--- config.mk ---
export PLATFORM = sky130hd
export DESIGN_NAME = phws_seq
export DESIGN_NICKNAME = d
export VERILOG_FILES = /design/src/sv/phws_pkg.sv /design/src/sv/phws_seq.sv
export SDC_FILE = /design/constraint.sdc
export NUM_CORES = 1
export LEC_CHECK = 0
export BUFFER_PORTS_ARGS = -buffer_cell sky130_fd_sc_hd__buf_2
export CAP_MARGIN = 15
export CORE_ASPECT_RATIO = 0.75
export CORE_MARGIN = 2
export CORE_UTILIZATION = 40
export CTS_CLUSTER_DIAMETER = 200
export DETAILED_ROUTE_END_ITERATION = 16
export GPL_TIMING_DRIVEN = 0
export PLACE_DENSITY = 0.74
export SKIP_CTS_REPAIR_TIMING = 1
export SLEW_MARGIN = 30
export SYNTH_ARGS = -nofsm -noshare
export SYNTH_HDL_FRONTEND = slang
export SYNTH_SLANG_ARGS = --single-unit
--- constraint.sdc ---
create_clock -name aclk -period 6.49 [get_ports aclk]
set_clock_uncertainty 0.05 [all_clocks]
set_input_delay 0.3245 -clock aclk [delete_from_list [all_inputs] [get_ports aclk]]
set_output_delay 0.3245 -clock aclk [all_outputs]
set_load 0.03 [all_outputs]
--- src/sv/phws_pkg.sv ---
`timescale 1ns / 1ps

package phws_pkg;

    // Field widths
    localparam int CHR_W = 5;
    localparam int POS_W = 13;
    localparam int CNT_W = 32;
    localparam int SUM_W = 44;

    // Default geometry of the count store
    localparam int POSITIONS_DEF   = 4096;
    localparam int CHROMOSOMES_DEF = 24;

    // Item opcodes
    localparam logic OP_COUNT = 1'b0;
    localparam logic OP_QUERY = 1'b1;

    localparam logic [CNT_W-1:0] CNT_MAX = '1;
    localparam logic [SUM_W-1:0] SUM_MAX = '1;

    typedef enum logic [2:0] {
        ST_CLEAR,
        ST_IDLE,
        ST_CNT_RD,
        ST_CNT_WR,
        ST_Q_RD,
        ST_Q_DRAIN,
        ST_DONE
    } seq_state_t;

    typedef enum logic {
        ALU_INC,
        ALU_ACC
    } alu_op_t;

    typedef struct packed {
        logic rd_en;
        logic wr_en;
    } mem_ctl_t;

endpackage

--- src/sv/phws_seq.sv ---
`timescale 1ns / 1ps

module phws_seq #(
    parameter int POSITIONS   = phws_pkg::POSITIONS_DEF,
    parameter int CHROMOSOMES = phws_pkg::CHROMOSOMES_DEF
) (
    input  logic                        aclk,
    input  logic                        aresetn,
    input  logic                        s_valid,
    output logic                        s_ready,
    input  logic                        s_op,
    input  logic [phws_pkg::CHR_W-1:0]  s_chromosome,
    input  logic [phws_pkg::POS_W-1:0]  s_position,
    input  logic [phws_pkg::POS_W-1:0]  s_window_end,
    input  logic                        clr_busy,
    output phws_pkg::mem_ctl_t          mem_ctl,
    output logic [$clog2(longint'(CHROMOSOMES) * longint'(POSITIONS))-1:0] mem_addr,
    output logic [phws_pkg::CNT_W-1:0]  mem_wdata,
    input  logic [phws_pkg::CNT_W-1:0]  mem_rdata,
    output phws_pkg::alu_op_t           alu_op,
    output logic [phws_pkg::SUM_W-1:0]  alu_acc,
    output logic [phws_pkg::CNT_W-1:0]  alu_data,
    input  logic [phws_pkg::SUM_W-1:0]  alu_result,
    output logic                        res_valid,
    input  logic                        res_take,
    output logic [phws_pkg::CHR_W-1:0]  res_chromosome,
    output logic [phws_pkg::POS_W-1:0]  res_start,
    output logic [phws_pkg::POS_W-1:0]  res_end,
    output logic [phws_pkg::SUM_W-1:0]  res_sum
);
    import phws_pkg::*;

    localparam longint unsigned DEPTH = longint'(CHROMOSOMES) * longint'(POSITIONS);
    localparam int AW  = $clog2(DEPTH);
    localparam int PW  = $clog2(POSITIONS);
    localparam int CW  = ((PW > POS_W) ? PW : POS_W) + 1;
    localparam int RW  = PW + 1;
    localparam int CHW = CHR_W + 2;   // holds CHROMOSOMES up to 127

    seq_state_t state_reg, state_next;

    logic [CHR_W-1:0] chr_reg;
    logic [POS_W-1:0] start_reg;
    logic [POS_W-1:0] end_reg;
    logic [AW-1:0]    addr_reg, addr_next;
    logic [RW-1:0]    rem_reg, rem_next;
    logic [SUM_W-1:0] acc_reg, acc_next;
    logic             pend_reg, pend_next;

    logic          accept;
    logic          chr_ok, cnt_ok, q_ok;
    logic [CW-1:0] pos_c, end_c, pos_lim, idx_c, eff_end, win_len, sel_idx;
    logic [AW-1:0] base;

    assign accept = s_valid && s_ready;

    // item decode
    always_comb begin
        chr_ok  = {2'b00, s_chromosome} < CHW'(CHROMOSOMES);
        pos_c   = CW'(s_position);
        end_c   = CW'(s_window_end);
        pos_lim = CW'(POSITIONS);
        idx_c   = pos_c - CW'(1);
        cnt_ok  = chr_ok && (s_position != '0) && (idx_c < pos_lim);
        eff_end = (end_c > pos_lim) ? pos_lim : end_c;
        q_ok    = chr_ok && (pos_c < eff_end);
        win_len = eff_end - pos_c;
        sel_idx = (s_op == OP_COUNT) ? idx_c : pos_c;
        base    = AW'(s_chromosome) * AW'(POSITIONS);
    end

    // next state
    always_comb begin
        state_next = state_reg;
        case (state_reg)
            ST_CLEAR: begin
                if (!clr_busy) begin
                    state_next = ST_IDLE;
                end
            end
            ST_IDLE: begin
                if (s_valid) begin
                    if (s_op == OP_COUNT) begin
                        state_next = cnt_ok ? ST_CNT_RD : ST_IDLE;
                    end else begin
                        state_next = q_ok ? ST_Q_RD : ST_DONE;
                    end
                end
            end
            ST_CNT_RD:  state_next = ST_CNT_WR;
            ST_CNT_WR:  state_next = ST_IDLE;
            ST_Q_RD: begin
                if (rem_reg == RW'(1)) begin
                    state_next = ST_Q_DRAIN;
                end
            end
            ST_Q_DRAIN: state_next = ST_DONE;
            ST_DONE: begin
                if (res_take) begin
                    state_next = ST_IDLE;
                end
            end
            default:    state_next = ST_IDLE;
        endcase
    end

    // outputs
    always_comb begin
        s_ready       = (state_reg == ST_IDLE);
        mem_ctl.rd_en = (state_reg == ST_CNT_RD) || (state_reg == ST_Q_RD);
        mem_ctl.wr_en = (state_reg == ST_CNT_WR);
        alu_op        = (state_reg == ST_CNT_WR) ? ALU_INC : ALU_ACC;
        res_valid     = (state_reg == ST_DONE);
    end

    // datapath
    always_comb begin
        addr_next = addr_reg;
        rem_next  = rem_reg;
        acc_next  = acc_reg;
        pend_next = (state_reg == ST_Q_RD);
        if (accept) begin
            addr_next = base + AW'(sel_idx);
            rem_next  = win_len[RW-1:0];
            acc_next  = '0;
        end else begin
            if (state_reg == ST_Q_RD) begin
                addr_next = addr_reg + AW'(1);
                rem_next  = rem_reg - RW'(1);
            end
            if (pend_reg) begin
                acc_next = alu_result;
            end
        end
    end

    always_ff @(posedge aclk) begin
        if (!aresetn) begin
            state_reg <= ST_CLEAR;
            pend_reg  <= 1'b0;
        end else begin
            state_reg <= state_next;
            pend_reg  <= pend_next;
        end
    end

    always_ff @(posedge aclk) begin
        addr_reg <= addr_next;
        rem_reg  <= rem_next;
        acc_reg  <= acc_next;
        if (accept) begin
            chr_reg   <= s_chromosome;
            start_reg <= s_position;
            end_reg   <= s_window_end;
        end
    end

    assign mem_addr       = addr_reg;
    assign mem_wdata      = alu_result[CNT_W-1:0];
    assign alu_acc        = acc_reg;
    assign alu_data       = mem_rdata;
    assign res_chromosome = chr_reg;
    assign res_start      = start_reg;
    assign res_end        = end_reg;
    assign res_sum        = acc_reg;

endmodule

Word level (Yosys, flattened, before mapping):

Cells that the tools add are included.

* logic and storage cells: 52
* bits of input ports: 113
* bits in registers: 109

* equal/unequal tests: 11
* order comparisons: 4
* $add $sub $neg: 5
* multiplexer cells: 15
* reductions and logical operators: 9

Operator list (count)
* $mux 13: 3
* $mux 17: 2
* $pmux 3 s6: 1
* $add 17x1->17 const B: 1
* $add 17x14->17: 1
* $mux 3: 5
* $lt 14x13->1 const B: 1
* $mux 14: 1
* $sub 13x1->14 const B: 1
* $eq 13x1->1 const B: 1
* $gt 13x13->1 const B: 1
* $lt 13x13->1: 1
* $reduce_bool 13->1: 1
* $sub 13x1->13 const B: 1
* $sub 13x13->13: 1
* $eq 3x3->1 const B: 3
* $eq 3x2->1 const B: 2
* $lt 5x5->1 const B: 1
* $logic_and 1x1->1: 4
* $mux 2: 2
* $ne 2x1->1 const B: 2
* $ne 2x2->1 const B: 2
* $reduce_and 4->1: 1
* $eq 3x1->1 const B: 1
* other kinds (4): 4

Longest topological paths before layout:

* word-level depth: 8
* depth in mapped cells: 13
* mapped depth without buffers: 13

Worst setup path before layout:

No wires, ideal clock.

* kind: reg-to-reg
* start: register state_reg[2]
* end: register chr_reg[0] (netlist: res_chromosome[0]) (enable)
* path buffers: 3
* stages on the path, launching flop included: 7
* setup slack: 3.889 ns
* arrival time: 2.143 ns
* library setup time: 0.407 ns
* clock period less this slack: 2.601 ns
* cells stage by stage: dfxtp_1 clkbuf_1 nor2_1 nand3_1 inv_2 clkbuf_1 clkbuf_1

* word-level cells in the longest chain between the ends: 2

RTL lines
* from (decl): RTL line phws_seq.sv:40 `seq_state_t state_reg, state_next;`
* from (signal assigned): RTL line phws_seq.sv:142 `state_reg <= state_next;`
* $eq 3x1->1: RTL line phws_seq.sv:109 `s_ready = (state_reg == ST_IDLE);`
* $logic_and 1x1->1: RTL line phws_seq.sv:55 `assign accept = s_valid && s_ready;`
* named net accept: RTL line phws_seq.sv:50 `logic accept;`
* to (signal assigned): RTL line phws_seq.sv:152 `chr_reg <= s_chromosome;`
* to (decl): RTL line phws_seq.sv:42 `logic [CHR_W-1:0] chr_reg;`

The timed path passes the listed nets, and every way through them passes these cells.
A chain may end at the register's enable or synchronous reset.

Final worst setup path:

* start: input port s_window_end[12] (netlist name)
* end: register state_reg[1]

* word-level cells in the longest chain between the ends: 8

RTL lines
* from (decl): RTL line phws_seq.sv:14 `input logic [phws_pkg::POS_W-1:0] s_window_end,`
* $gt 13x13->1: RTL line phws_seq.sv:65 `eff_end = (end_c > pos_lim) ? pos_lim : end_c;`
* $mux 13 (*): RTL line phws_seq.sv:65
* $lt 13x13->1 (*): RTL line phws_seq.sv:66 `q_ok = chr_ok && (pos_c < eff_end);`
* $logic_and 1x1->1 (*): RTL line phws_seq.sv:66
* $mux 2 (*): RTL line phws_seq.sv:86 `state_next = q_ok ? ST_Q_RD : ST_DONE;`
* $mux 3 (*): RTL line phws_seq.sv:83 `if (s_op == OP_COUNT) begin`
* $mux 3 (*): RTL line phws_seq.sv:82 `if (s_valid) begin`
* $pmux 3 s6 (*): RTL line phws_seq.sv:75 `case (state_reg)`

Mark *: on every way between the ends. The rest lies on a longest branch, timed or not. The select of a mux whose other input is x is not followed.

==> run_results.csv <==
group,metric,value,unit
sta,setup-tns-final,0,ns
synth,synth_commonest_cells,"buf_4, nor2_1, edfxtp_1",
job,drv_cap,0,
setup_path,path_depth,10,
synth,synth_cell_types,50,
synth,syn-num-nets,776,
synth,synth_top_cell_area_share,29.0,%
clocking,clk_latency,0.35,ns
clocking,cts.sinks,109,
sta,setup_viol,0,
synth,ys_seq_area_share,44.2,%
sta,relSlewSlack,45.5,%
setup_path,critPathMostFrequentCell,"clkbuf_1",
drt,finalWirelength,17200,µm
power,power.leakage,4.03,nW
clocking,clk_pin_slew,0.08,ns
sta,rsz0062_at_grt,"false",
setup_path,cp_num_buf_inv,3,
worst_hold_path,min_path_type,"input port to register",
drt,drtAntennaViolNets,0,
layout,n_antenna_cell,0,
setup_path,path_class,"input port to register",
clocking,cts-htree-levels,3,
drt,vias,5439,
setup_path,r2r_setup_slack,3.95,ns
worst_hold_path,hold_depth,1,
drt,post_drt_wl_per_cell,15.0,µm
sta,hold_violations,0,
floorplanning,die_h,113,µm
floorplanning,start_util,41.2,%
synth,yosysWarnings,0,
drt,routed_via_density,4.74,
setup_path,crit_family,"compound AO/OA/AOI/OAI gates",
setup_path,worst_setup_path_end_kind,"register",
worst_hold_path,hp-start,"s_window_end[5]",
synth,netlist_area,0.00632,mm²
clocking,numCtsBuffers,9,
clocking,clockBufferDepth,2,
sta,fmax,380,MHz
setup_path,worstSetupStartpointType,"input port",
floorplanning,row_count,39,
sta,max_slew.worst_pin.slew,0.818,ns
synth,syn_avg_cell_area,9.84,µm²
placed_design,place_hpwl,13900,µm
power,p_per_area,295,mW/mm²
clocking,clock-root-buffer,"clkbuf_16",
synth,yosysMostFrequentCell,"buf_4",
synth,synthArstFlopShare,0,%
setup_path,critical-path-max-stage-delay,0.48,ns
sta,final_max_slew_viol_count,0,
layout,area_growth,31.8,%
setup_path,rr_startpoint,"state_reg[2]",
setup_path,r2r_cells,6,
setup_path,crit_slowest_cell,"a221oi_1",
power,power,2.45,mW
sta,fin_crit_sh,40.6,%
status,status,"finished clean",
grt,grt_max_degree,41,
clocking,cts_tree,"built",
setup_path,startpoint,"s_window_end[12]",
placed_design,place_congestion,0.832,
power,vdd_drop_max,0.154,mV
synth,ys_ff_latch,109,
synth,synth_area_leader_cell,"edfxtp_1",
synth,synth_edf_count,61,
grt,grt_pass1_wl,26100,µm
sta,finalCriticalPeriod,2.63,ns
drt,drt-pass1-iter-count,7,
drt,drt_iter0_drc,314,
setup_path,regToRegEndpoint,"res_end[9]",
setup_path,critical_path_arrival,2.88,ns
floorplanning,io_pins,318,
layout,fillers,1404,
setup_path,crit_required,6.74,ns
grt,track_usage,19.7,%
synth,synthFlopType,"edfxtp_1",
synth,synthCells,642,
grt,first_global_vias,5048,
drt,drc,0,
setup_path,cp_max_fo,10,
grt,antenna_found_initial,0,
grt,overflow,0,
layout,largest_reg_flops,44,
layout,layout-drive-gt1-share,45.2,%
setup_path,worstPathCellList,"buf_2 -> clkbuf_1 -> nor2b_1 -> ha_1 -> clkbuf_1 -> a21o_1 -> a221oi_1 -> a21oi_1 -> a211oi_1 -> o221a_1",
floorplanning,dieArea,0.0168,mm²
worst_hold_path,whs_endpoint,"res_end[5]",
layout,final_core_util,54.3,%
layout,layout.nets,1072,
placed_design,io_buffers,284,
floorplanning,die_x,149,µm
floorplanning,core_region_area,0.0153,mm²
synth,synth_area_leaders,"edfxtp_1, dfxtp_1, buf_4, mux2i_1, nor2_1",
layout make-up:
class | count | area [µm²] | area share (%)
buffer | 130 | 900 | 10.8
clock buffer | 9 | 225 | 2.70
clock inverter | 7 | 68.8 | 0.826
inverter | 28 | 105 | 1.26
multi-input combinational | 375 | 2530 | 30.4
sequential | 109 | 2790 | 33.5
tap | 205 | 256 | 3.08
timing repair buffer | 285 | 1450 | 17.4
kinds of logic after synthesis:
logic type / share of synthesized area (%)
AO/OA/AOI/OAI: 7.25
flip-flops: 44.2
buffers and inverters: 15.8
XOR/XNOR: 6.38
adder cells (fa/ha/maj): 4.40
multiplexers: 7.45
AND/OR/NAND/NOR: 14.5
how the worst max path moves through the flow:
stage                        end  slack, ns
2_1_floorplan  res_chromosome[0]       3.89
3_3_place_gp        res_start[6]       2.78
4_1_cts             state_reg[1]       3.88
3_5_place_dp        state_reg[1]       3.50
6_report            state_reg[1]       3.86
5_1_grt             state_reg[1]       3.62
layout by cell type (no fill, tap or decap), drive strengths merged, types with 10 or more instances in the layout:
cell    count
xor2       24
clkbuf     26
nor3       10
nand2      39
o21ai      27
mux2i      47
nand3      14
dfxtp      48
a21oi      16
buf       398
inv        32
ha         19
nor2       78
xnor2      22
nor2b      12
edfxtp     61
worst register-to-register path, cell delays in order, from the launching register on:
cell	delay, ns
dfxtp_1	0.30
clkbuf_1	0.19
nor2_1	0.20
nand3_1	0.13
inv_2	0.11
clkbuf_1	0.52
clkbuf_4	0.63
per-layer routing:
layer / up-vias / track usage [%] / wire length (µm)
met5: - / 0 / 0
met4: 0 / 4.06 / 202
met3: 25 / 3.63 / 1260
met2: 230 / 32.1 / 7900
met1: 2504 / 27.5 / 7810
li1: 2680 / - / -
power breakdown:
part | total, mW | internal (mW) | switching, mW
clock | 0.552 | 0.272 | 0.280
sequential | 0.941 | 0.860 | 0.0814
combinational | 0.959 | 0.336 | 0.623
per-stage QoR:
| stage | instance area (µm²) | setup WS, ns | cells | hold slack [ns] |
|---|---|---|---|---|
| 6_report | 8330 | 3.86 | 1148 | 0.107 |
| 4_1_cts | 8330 | 3.88 | 1148 | 0.0971 |
| 3_5_place_dp | 8030 | 3.50 | 1132 | 0.457 |
| 2_1_floorplan | 6320 | 3.89 | 642 | 0.373 |
| 3_3_place_gp | 7990 | 2.78 | 1131 | 0.449 |
| 5_1_grt | 8330 | 3.62 | 1148 | 0.0945 |
(Power assumes the default switching activity.)
