**src/sv/phws_pkg.sv**
```systemverilog
`timescale 1ns / 1ps

package phws_pkg;

    // Field widths
    localparam int CHR_W = 5;
    localparam int POS_W = 13;
    localparam int CNT_W = 32;
    localparam int SUM_W = 44;

    // Default geometry of the count store
    localparam int POSITIONS_DEF   = 4096;
    localparam int CHROMOSOMES_DEF = 24;

    // Item opcodes
    localparam logic OP_COUNT = 1'b0;
    localparam logic OP_QUERY = 1'b1;

    localparam logic [CNT_W-1:0] CNT_MAX = '1;
    localparam logic [SUM_W-1:0] SUM_MAX = '1;

    typedef enum logic [2:0] {
        ST_CLEAR,
        ST_IDLE,
        ST_CNT_RD,
        ST_CNT_WR,
        ST_Q_RD,
        ST_Q_DRAIN,
        ST_DONE
    } seq_state_t;

    typedef enum logic {
        ALU_INC,
        ALU_ACC
    } alu_op_t;

    typedef struct packed {
        logic rd_en;
        logic wr_en;
    } mem_ctl_t;

endpackage

```
**src/sv/phws_alu.sv**
```systemverilog
`timescale 1ns / 1ps

module phws_alu (
    input  phws_pkg::alu_op_t           alu_op,
    input  logic [phws_pkg::SUM_W-1:0]  acc,
    input  logic [phws_pkg::CNT_W-1:0]  data,
    output logic [phws_pkg::SUM_W-1:0]  result
);
    import phws_pkg::*;

    logic [SUM_W-1:0] opa;
    logic [SUM_W-1:0] opb;
    logic [SUM_W:0]   sum;

    // one adder: counter increment or window accumulate, both saturating
    always_comb begin
        if (alu_op == ALU_INC) begin
            opa = SUM_W'(data);
            opb = SUM_W'(1);
        end else begin
            opa = acc;
            opb = SUM_W'(data);
        end
        sum = {1'b0, opa} + {1'b0, opb};
        if (alu_op == ALU_INC) begin
            result = (data == CNT_MAX) ? opa : sum[SUM_W-1:0];
        end else begin
            result = sum[SUM_W] ? SUM_MAX : sum[SUM_W-1:0];
        end
    end

endmodule

```
**config.mk**
```make
export PLATFORM = sky130hd
export DESIGN_NAME = phws_alu
export DESIGN_NICKNAME = d
export VERILOG_FILES = /design/src/sv/phws_pkg.sv /design/src/sv/phws_alu.sv
export SDC_FILE = /design/constraint.sdc
export NUM_CORES = 1
export LEC_CHECK = 0
export BUFFER_PORTS_ARGS = -buffer_cell sky130_fd_sc_hd__buf_2
export CORE_MARGIN = 4
export CORE_UTILIZATION = 56
export DETAILED_ROUTE_END_ITERATION = 7
export PLACE_DENSITY = 0.95
export REMOVE_ABC_BUFFERS = 1
export SYNTH_ARGS = -nofsm -noshare
export SYNTH_HDL_FRONTEND = slang
export SYNTH_SLANG_ARGS = --single-unit
```
**constraint.sdc**
```tcl
create_clock -name vclk -period 10.6
set_clock_uncertainty 0.05 [all_clocks]
set_input_delay 2.12 -clock vclk [all_inputs]
set_output_delay 2.12 -clock vclk [all_outputs]
set_load 0.05 [all_outputs]
```
======== Word level (Yosys, flattened, before mapping) ========
Index checks and enable logic that the tools add are counted.
word-level totals
  register bits ........................... 0
  bits in latches ......................... 0
  bits in writable memories ............... 0
  memory bits (read-only) ................. 0
  bits of input ports ..................... 77
  logic and storage cells ................. 7
  memories ................................ 0
cells by class
  add/subtract/negate cells ............... 1
  multiply operators ...................... 0
  div/mod/pow operators ................... 0
  magnitude comparators ................... 0
  equal/unequal tests ..................... 1
  shifts and indexed selects .............. 0
  mux-type cells .......................... 5
  bitwise operators ....................... 0
  reductions and logical operators ........ 0
operator list
  operator                               number
  2-to-1 mux 44 bit                      4
  adder 44 x 44 -> 45 bit                1
  == test 32 bit, second input constant  1
  2-to-1 mux 32 bit                      1

======== Depth between registers and ports, before layout ========
Gate-level depths: netlist of run 1.
  depth in word-level cells ............... 4
  depth in mapped cells ................... 15

======== Least setup slack after synthesis of run 1 ========
Ideal clock, no wire load.
  path kind ............................... input to output
  start ................................... input port alu_op
  end ..................................... output port result[41] (netlist bit)
  arrival time ............................ 6.242 ns
  required time ........................... 8.430 ns
  slack ................................... 2.188 ns
  stages on the path ...................... 12
  buffers on the path ..................... 2
  path through ............................ clkbuf_1 buf_1 mux2_2 ha_1 a21oi_1 nand2_1 a221o_1 o211ai_1 nor4b_2 o31ai_1 and2_1 a311oi_1
on the way
  longest elaborated chain between the ends .. 4
  elaborated cells on any way between the ends .. 6
  those cells by class .................... add/sub: 1; mux: 5
ends and longest elaborated chain
  what                                                           line                            source
  from (decl)                                                    phws_alu.sv:4                   input phws_pkg::alu_op_t alu_op,
  2-to-1 mux 44 bit / 2-to-1 mux 32 bit (equally long branches)  phws_alu.sv:17                  if (alu_op == ALU_INC) begin
  adder 44 x 44 -> 45 bit                                        phws_alu.sv:24                  sum = {1'b0, opa} + {1'b0, opb};
  2-to-1 mux 44 bit, on equally long branches                    phws_alu.sv:26, phws_alu.sv:28
  2-to-1 mux 44 bit *                                            phws_alu.sv:25                  if (alu_op == ALU_INC) begin
  to (decl)                                                      phws_alu.sv:7                   output logic [phws_pkg::SUM_W-1:0] result
Mark *: on every way between the ends. The rest lies on a longest branch, timed or not.

======== Worst setup path after layout of run 1 ========
  start ................................... input port alu_op
  end ..................................... output port result[21] (netlist bit)
Same word-level chain as after synthesis.

==> flow_summary.json, run 1 <==
{
  "status": "finished clean",
  "synth-xor-area-share_pct": 7.96,
  "grt_pass1_vias": 3468,
  "final_cell_mix": "buf_2, nand2_1, a21oi_1",
  "maxCapViolCount": 0,
  "die_h_um": 80.8,
  "synth_top_area_share_pct": 13.5,
  "synth.area.top_cells": "ha_1, mux2_2, nand2_1",
  "vias_per_cell": 6.11,
  "wl_per_cell_um": 15.0,
  "hold-path-endpoint": "result[43]",
  "grt_usage_pct": 26.7,
  "rows": 26,
  "synth_warnings": 0,
  "cts_resized": 0,
  "fin_crit_sh_pct": 85.0,
  "tns_ps": 0,
  "cp-end-kind": "output port",
  "grt_pass1_wl_mm": 14.8,
  "hold_buffers": 0,
  "vias": 3730,
  "synthSimpleGateAreaFrac_pct": 34.7,
  "place.gp.congestion": 1.01,
  "grt_start_max_net_pins": 54,
  "hold_slack_ps": 4640,
  "tightest_slew_ps": 909,
  "drc": 0,
  "drt_iter0_drc": 435,
  "crit_type": "in2out",
  "finalCriticalPeriod_ps": 9010,
  "power.density_nw_per_um2": 94.6,
  "insertedDiodeCount": 0,
  "dieArea_um2": 6540,
  "worst_setup_path_start_kind": "primary input",
  "final_common_cell": "buf_2",
  "regArea_um2": 0,
  "grt_antenna_before_repair": 0,
  "nNetsFinal": 652,
  "drt_pass1_iterations": 5,
  "min_delay_path_depth": 4,
  "synthAdderAreaFrac_pct": 14.1,
  "hold_path.class": "in2out",
  "critPathMaxFanout": 53,
  "final_hold_viol_count": 0,
  "synthCells": 437,
  "nClkBuffers": 0,
  "core_um2": 5140,
  "synth_compound_area_share_pct": 26.0,
  "synth_top_family_by_area": "simple AND/OR/NAND/NOR gates",
  "avgSynthCellArea_um2": 6.80,
  "rsz0062_at_grt": "no",
  "routed_wl_mm": 9.18,
  "seq_area_frac_synth_pct": 0,
  "io_pins": 121,
  "setup_viol": 0,
  "post-cts-setup-buffers": 0,
  "dp_hpwl_mm": 7.61,
  "maxSlewViolCount": 0,
  "io_buffers": 121,
  "slew_headroom_pct": 38.9,
  "seq_cells": 0,
  "synthMuxAreaShare_pct": 12.8,
  "die_width_um": 80.8,
  "grt-ovfl-total": 0,
  "total_power_mw": 0.340,
  "syn_area_um2": 2970,
  "start_util_pct": 57.8,
  "yosys.area.top_type": "ha_1",
  "area_growth_pct": 20.8,
  "synth_cell_types": 58,
  "cp_data_required_time_ps": 8430,
  "min_from": "acc[43]",
  "final_layout_size_suffix_gt1_share_pct": 30.7,
  "final_util_pct": 69.9,
  "cp_data_arrival_time_ps": 6840,
  "antenna_left": 0,
  "ir_drop_mv": 0.0607,
  "p_leak_nw": 1.86,
  "fmax_mhz": 111
}
==> metal layers <==
layer / part of all wire [%] / global-route usage (%) / up-vias
li1: - / - / 1810
met1: 41 / 33.8 / 1663
met2: 48 / 48.8 / 229
met3: 8.5 / 1.88 / 28
met4: 2.3 / 6.59 / 0
met5: 0 / 0 / -
==> power by group <==
part / internal [mW] / switching, mW
Clock: 0 / 0
Sequential: 0 / 0
Combinational: 0.106 / 0.234
Total: 0.106 / 0.234
==> how the worst max path moves through the flow <==
stage	cells past startpoint	from	to
5_1_grt	15	alu_op	result[21]
3_3_place_gp	15	alu_op	result[21]
3_5_place_dp	15	alu_op	result[21]
4_1_cts	15	alu_op	result[21]
2_1_floorplan	11	alu_op	result[41]
6_report	15	alu_op	result[21]
==> logic make-up (layout without fill, tap and decap cells) <==
logic type | after synthesis | in the layout
fa+ha+maj | 33 | 33
simple gates | 198 | 198
compound gates | 113 | 113
buf+inv | 32 | 135
xor+xnor | 27 | 27
mux | 34 | 34
==> cell usage after synthesis (4+ instances only) <==
library cell / count
a21o_1: 19
a21oi_1: 37
a31oi_1: 4
and2_1: 34
and3_1: 10
buf_1: 4
buf_2: 5
clkbuf_1: 10
ha_1: 32
inv_1: 11
mux2_2: 31
nand2_1: 65
nand2b_1: 6
nand3_1: 11
nand4_1: 17
nor2_1: 24
nor2b_1: 4
nor3_1: 10
o21a_1: 5
o21ai_0: 11
o21ai_1: 4
o21bai_1: 6
xnor2_1: 17
xor2_1: 10
==> final cells by class <==
cell class / instances / area [um2]
fillers: 452 / 1550
inverters: 12 / 45.0
multi-input cells: 405 / 2840
well taps: 70 / 87.6
repair buffers: 123 / 621
==> metrics by stage <==
stage,setup slack (ps),std cells,instance area (um2)
6_report,1590,610,3590
5_1_grt,1220,610,3590
4_1_cts,1590,610,3590
3_5_place_dp,1650,610,3590
3_3_place_gp,1900,610,3590
2_1_floorplan,2810,417,2880
==> critical path, cell delays in order <==
cell      delay, ps
buf_2           670
clkinv_1        570
nand2_1         250
nand2_1          90
ha_1            330
nor2b_1         160
o21ai_1         240
a31oi_4         130
o31ai_2         530
o41a_4          290
o21a_1          560
buf_4           320
nand2_1          80
mux2_2          260
buf_2           210
Note: power is estimated with default switching activity, not from simulation.
==> run 2, diff against run 1 <==
Settings changed: ABC_AREA set to 1, CORE_UTILIZATION 56 to 52, PLACE_DENSITY 0.95 to 0.91.
Clock period 10.6 ns to 7.8 ns, I/O delays scaled along.
==> run 2 against run 1 <==
Non-clock buffer count is 2 higher. Largest power group unchanged. Total power is 49% higher. Core utilization is 8.7 points lower. Count of clock-buffer cells in the layout stayed put. Worst setup slack worse by 350 ps. Largest cell class unchanged.
==> flow_summary.json, run 2 <==
{
  "synth.area.top_cells": "nand2_1, inv_1, ha_1",
  "synthCells": 1039,
  "final_cell_mix": "nand2_1, inv_1, buf_2",
  "switching_share_pct": 72.1,
  "dp_hpwl_mm": 13.5,
  "maxSlewViolCount": 0,
  "drt_iter0_drc": 535,
  "setup_viol": 0,
  "path_buf_inv": 6,
  "area_growth_pct": 13.7,
  "die_width_um": 103,
  "crit_chain": "buf_4 -> buf_4 -> nand2_1 -> o21ai_0 -> ha_1 -> inv_1 -> fa_1 -> inv_1 -> nand2_1 -> nand2_1 -> nand3_1 -> nand2_1 -> nand2_1 -> nand2_1 -> nand2_2 -> nand3_4 -> inv_2 -> nand2_1 -> nand2_1 -> nand2_1 -> buf_2",
  "seq_cells": 0,
  "die_h_um": 103,
  "status": "finished clean",
  "vias_per_cell": 5.10,
  "grt_pass1_vias": 5361,
  "ys_top_cells_by_count": "nand2_1, inv_1, nor2_1, nand3_1, o21ai_0",
  "p_leak_nw": 3.92,
  "worst_setup_path_start_kind": "primary input",
  "tns_ps": 0,
  "synth_top_area_share_pct": 41.1,
  "synthSimpleGateAreaFrac_pct": 60.8,
  "avgSynthCellArea_um2": 4.56,
  "hold_path.class": "in2out",
  "nNetsFinal": 1251,
  "dp_slack_ps": 1290,
  "regArea_um2": 0,
  "synth_warnings": 0,
  "setup.worst_path.end": "result[23]",
  "wl_per_cell_um": 12.7,
  "synth_cell_types": 32,
  "maxCapViolCount": 0,
  "crit_slowest_cell": "fa_1",
  "dpl_cell_area_um2": 5380,
  "core_um2": 8810,
  "critical_path.top_delay_family": "buffers and inverters",
  "synthAdderAreaFrac_pct": 8.88,
  "grt_start_max_net_pins": 54,
  "rsz0062_at_grt": "no",
  "pwr-share-clk_pct": 0,
  "rows": 34,
  "final_common_cell": "nand2_1",
  "vias": 6362,
  "yosys.area.top_type": "nand2_1",
  "fin_crit_sh_pct": 84.1,
  "finalCriticalPeriod_ps": 6560,
  "seq_area_frac_synth_pct": 0,
  "slew_headroom_pct": 44.7,
  "hold_buffers": 0,
  "io_buffers": 121,
  "cp_data_required_time_ps": 6190,
  "grt_usage_pct": 28.7,
  "cp-end-kind": "output port",
  "hold_slack_ps": 3510,
  "routed_wl_mm": 15.8,
  "crit_type": "in2out",
  "ir_drop_mv": 0.0757,
  "seq_power_share_pct": 0,
  "final_hold_viol_count": 0,
  "final_util_pct": 61.1,
  "power.switching_mw": 0.365,
  "cp_data_arrival_time_ps": 4950,
  "grt_pass1_wl_mm": 24.9,
  "drc": 0,
  "cts_resized": 0,
  "min_delay_path_depth": 4,
  "synth_top_family_by_area": "simple AND/OR/NAND/NOR gates",
  "synth-xor-area-share_pct": 3.14,
  "drt_pass1_iterations": 5,
  "insertedDiodeCount": 0,
  "synth_most_common_cell": "nand2_1",
  "synth_compound_area_share_pct": 9.14,
  "critPathMaxStageDelay_ps": 400,
  "final_cell_area_um2": 5380,
  "dieArea_um2": 10700,
  "nClkBuffers": 0,
  "syn_area_um2": 4730,
  "power.density_nw_per_um2": 94.1,
  "place.gp.congestion": 1.03,
  "final_layout_size_suffix_gt1_share_pct": 13.6,
  "antenna_left": 0,
  "grt_antenna_before_repair": 0,
  "fmax_mhz": 152,
  "pwr-share-comb_pct": 100.0,
  "post-cts-setup-buffers": 0,
  "crit_path_frequent_cell": "nand2_1",
  "tightest_slew_ps": 822,
  "critPathMaxFanout": 35,
  "start_util_pct": 53.8,
  "critical_path_depth": 21,
  "power.internal_mw": 0.141,
  "grt-ovfl-total": 0,
  "io_pins": 121,
  "synthMuxAreaShare_pct": 0,
  "crit_start": "alu_op",
  "worst_slack_ps": 1240
}
## run 2: worst min path at each step
stage / startpoint / to / slack, ps
global route: acc[33] / result[33] / 3540
CTS: acc[33] / result[33] / 3520
finish: acc[33] / result[33] / 3510
floorplan: alu_op / result[33] / 3360
global placement: acc[33] / result[33] / 3520
detailed placement: acc[33] / result[33] / 3510
## run 2: area by class of cell
type | count | area (um2)
timing repair buffer | 125 | 638
tap | 108 | 135
fill | 947 | 3420
inverter | 194 | 728
multi-input combinational | 820 | 3880
## run 2: through the flow
stage / power (mW) / instances
final: 0.506 / 1247
after global routing: 0.559 / 1247
after CTS: 0.503 / 1247
after detailed placement: 0.500 / 1247
after global placement: 0.496 / 1247
after floorplan: 0.371 / 1014
## run 2: cells by family (layout without fill, tap and decap cells)
family / count (synthesis) / in the layout
xor+xnor: 17 / 17
fa+ha+maj: 33 / 33
compound gates: 82 / 82
simple gates: 688 / 688
buf+inv: 219 / 319
## run 2: power by group through the flow
| stage | clock, mW | sequential [mW] | combinational (mW) |
|---|---|---|---|
| floorplan | 0 | 0 | 0.371 |
| global placement | 0 | 0 | 0.496 |
| detailed placement | 0 | 0 | 0.500 |
| CTS | 0 | 0 | 0.503 |
| global route | 0 | 0 | 0.559 |
| finish | 0 | 0 | 0.506 |
## run 2: routing by layer
metal,track usage (%),up-vias,wire length [um]
li1,-,3345,-
met1,41.9,2728,7250
met2,45.8,269,6830
met3,2.95,20,1390
met4,5.08,0,316
met5,0,-,0
## run 2: worst min-delay path: stages
cell,delay (ps)
buf_2,100
nand3_1,80
nand3_2,50
buf_2,200
==> run 3, diff against run 2 <==
Settings changed: ABC_AREA 1 to 0, CORE_UTILIZATION 52 to 47, PLACE_DENSITY 0.91 to 0.9.
Clock period 7.8 ns to 5.3 ns, I/O delays scaled along.
==> run 3 against run 2 <==
The run now ends with setup timing left. Via count shrank 30%. Final area shrank 15%. Die area shrank 28%. Highest routed layer unchanged.
==> flow_summary.json, run 3 (same netlist as run 1, synthesis figures left out) <==
{
  "drc": 0,
  "final_layout_size_suffix_gt1_share_pct": 46.0,
  "cp-end-kind": "output port",
  "dieArea_um2": 7660,
  "nNetsFinal": 732,
  "core_um2": 6030,
  "place.gp.congestion": 1.02,
  "min_delay_path_depth": 4,
  "min_from": "acc[43]",
  "p_leak_nw": 2.31,
  "slew_headroom_pct": 69.5,
  "hold-path-endpoint": "result[43]",
  "tightest_slew_ps": 454,
  "cp_data_arrival_time_ps": 4220,
  "grt_pass1_vias": 4012,
  "ir_drop_mv": 0.134,
  "finalCriticalPeriod_ps": 5330,
  "pwr-share-clk_pct": 0,
  "grt_usage_pct": 26.5,
  "grt_start_max_net_pins": 19,
  "tns_ps": -26.3,
  "start_util_pct": 49.3,
  "fin_crit_sh_pct": 100,
  "vias_per_cell": 6.38,
  "nClkBuffers": 0,
  "drt_iter0_drc": 411,
  "power.switching_mw": 0.523,
  "crit_type": "in2out",
  "maxSlewViolCount": 0,
  "hold_path.class": "in2out",
  "final_hold_viol_count": 0,
  "grt_antenna_before_repair": 0,
  "insertedDiodeCount": 0,
  "area_growth_pct": 54.3,
  "antenna_left": 0,
  "final_util_pct": 76.1,
  "power.density_nw_per_um2": 180,
  "routed_wl_mm": 12.7,
  "vias": 4435,
  "cp_data_required_time_ps": 4190,
  "worst_slack_ps": -26.3,
  "violations": "setup timing",
  "total_power_mw": 0.827,
  "pwr-share-comb_pct": 100.0,
  "status": "complete, but fails checks",
  "regArea_um2": 0,
  "die_width_um": 87.5,
  "power.internal_mw": 0.304,
  "hold_buffers": 0,
  "wl_per_cell_um": 18.2,
  "setup_viol": 1,
  "io_pins": 121,
  "fmax_mhz": 188,
  "seq_cells": 0,
  "worst_setup_path_start_kind": "primary input",
  "maxCapViolCount": 0,
  "drt_pass1_iterations": 7,
  "final_common_cell": "buf_2",
  "final_cell_mix": "buf_2, buf_4, nand2_1",
  "io_buffers": 121,
  "die_h_um": 87.5,
  "grt-ovfl-total": 0,
  "grt_pass1_wl_mm": 17.3,
  "dp_hpwl_mm": 8.98,
  "critPathMaxFanout": 7,
  "nFillCells": 405,
  "seq_power_share_pct": 0,
  "rows": 28,
  "switching_share_pct": 63.2
}
[run 3: layer usage]
layer	up-vias	wire length (um)	GRT usage [%]
met2	320	6190	51.8
met3	106	1110	3.12
met1	2030	4600	30.5
met4	0	785	4.88
li1	1979	-	-
met5	-	0	0
[run 3: worst max path at each step]
stage	from	slack, ps	depth (start not counted)	end
floorplan	alu_op	-370	11	result[41]
global placement	alu_op	-80	14	result[41]
detailed placement	alu_op	-220	15	result[42]
CTS	alu_op	1	14	result[42]
global route	alu_op	-110	15	result[41]
finish	alu_op	-30	15	result[41]
[run 3: area by class of cell]
type	instances	area, um2	area share, %
Multi-Input combinational cell	405	3120	68.0
Timing Repair Buffer	203	1330	29.0
Inverter	12	45.0	0.983
Tap cell	75	93.8	2.05
[run 3: per-stage QoR]
step                std cells  cell area (um2)  worst slack, ps  hold WS [ps]
finish                    695             4580            -26.3          2500
detailed placement        688             4160             -220          2510
floorplan                 417             2880             -369          2290
CTS                       688             4220             1.47          2500
global placement          688             4160            -77.4          2510
global route              695             4580             -108          2550
[run 3: power by group through the flow]
stage               clock (mW)  combinational [mW]  sequential (mW)
finish                       0               0.827                0
global route                 0               0.870                0
CTS                          0               0.755                0
detailed placement           0               0.745                0
global placement             0               0.727                0
floorplan                    0               0.508                0
[run 3: critical path, cell delays in order]
cell and delay (ps):
buf_6 130, buf_12 130, buf_4 150, mux2_2 350, ha_1 350, a21oi_2 220, nor2_1 70, o21ai_1 250
a31oi_2 170, nor4b_4 290, o31ai_2 130, buf_4 170, and2_1 180, a311oi_2 340, buf_6 210
[run 3: repair_timing]
action                     4_1_cts  5_1_grt
hold endpoints to repair         0        0
pin swaps                        1       16
setup buffers                    0        4
setup endpoints to repair       16       44
cloned                           0        3
resized for setup               16       57
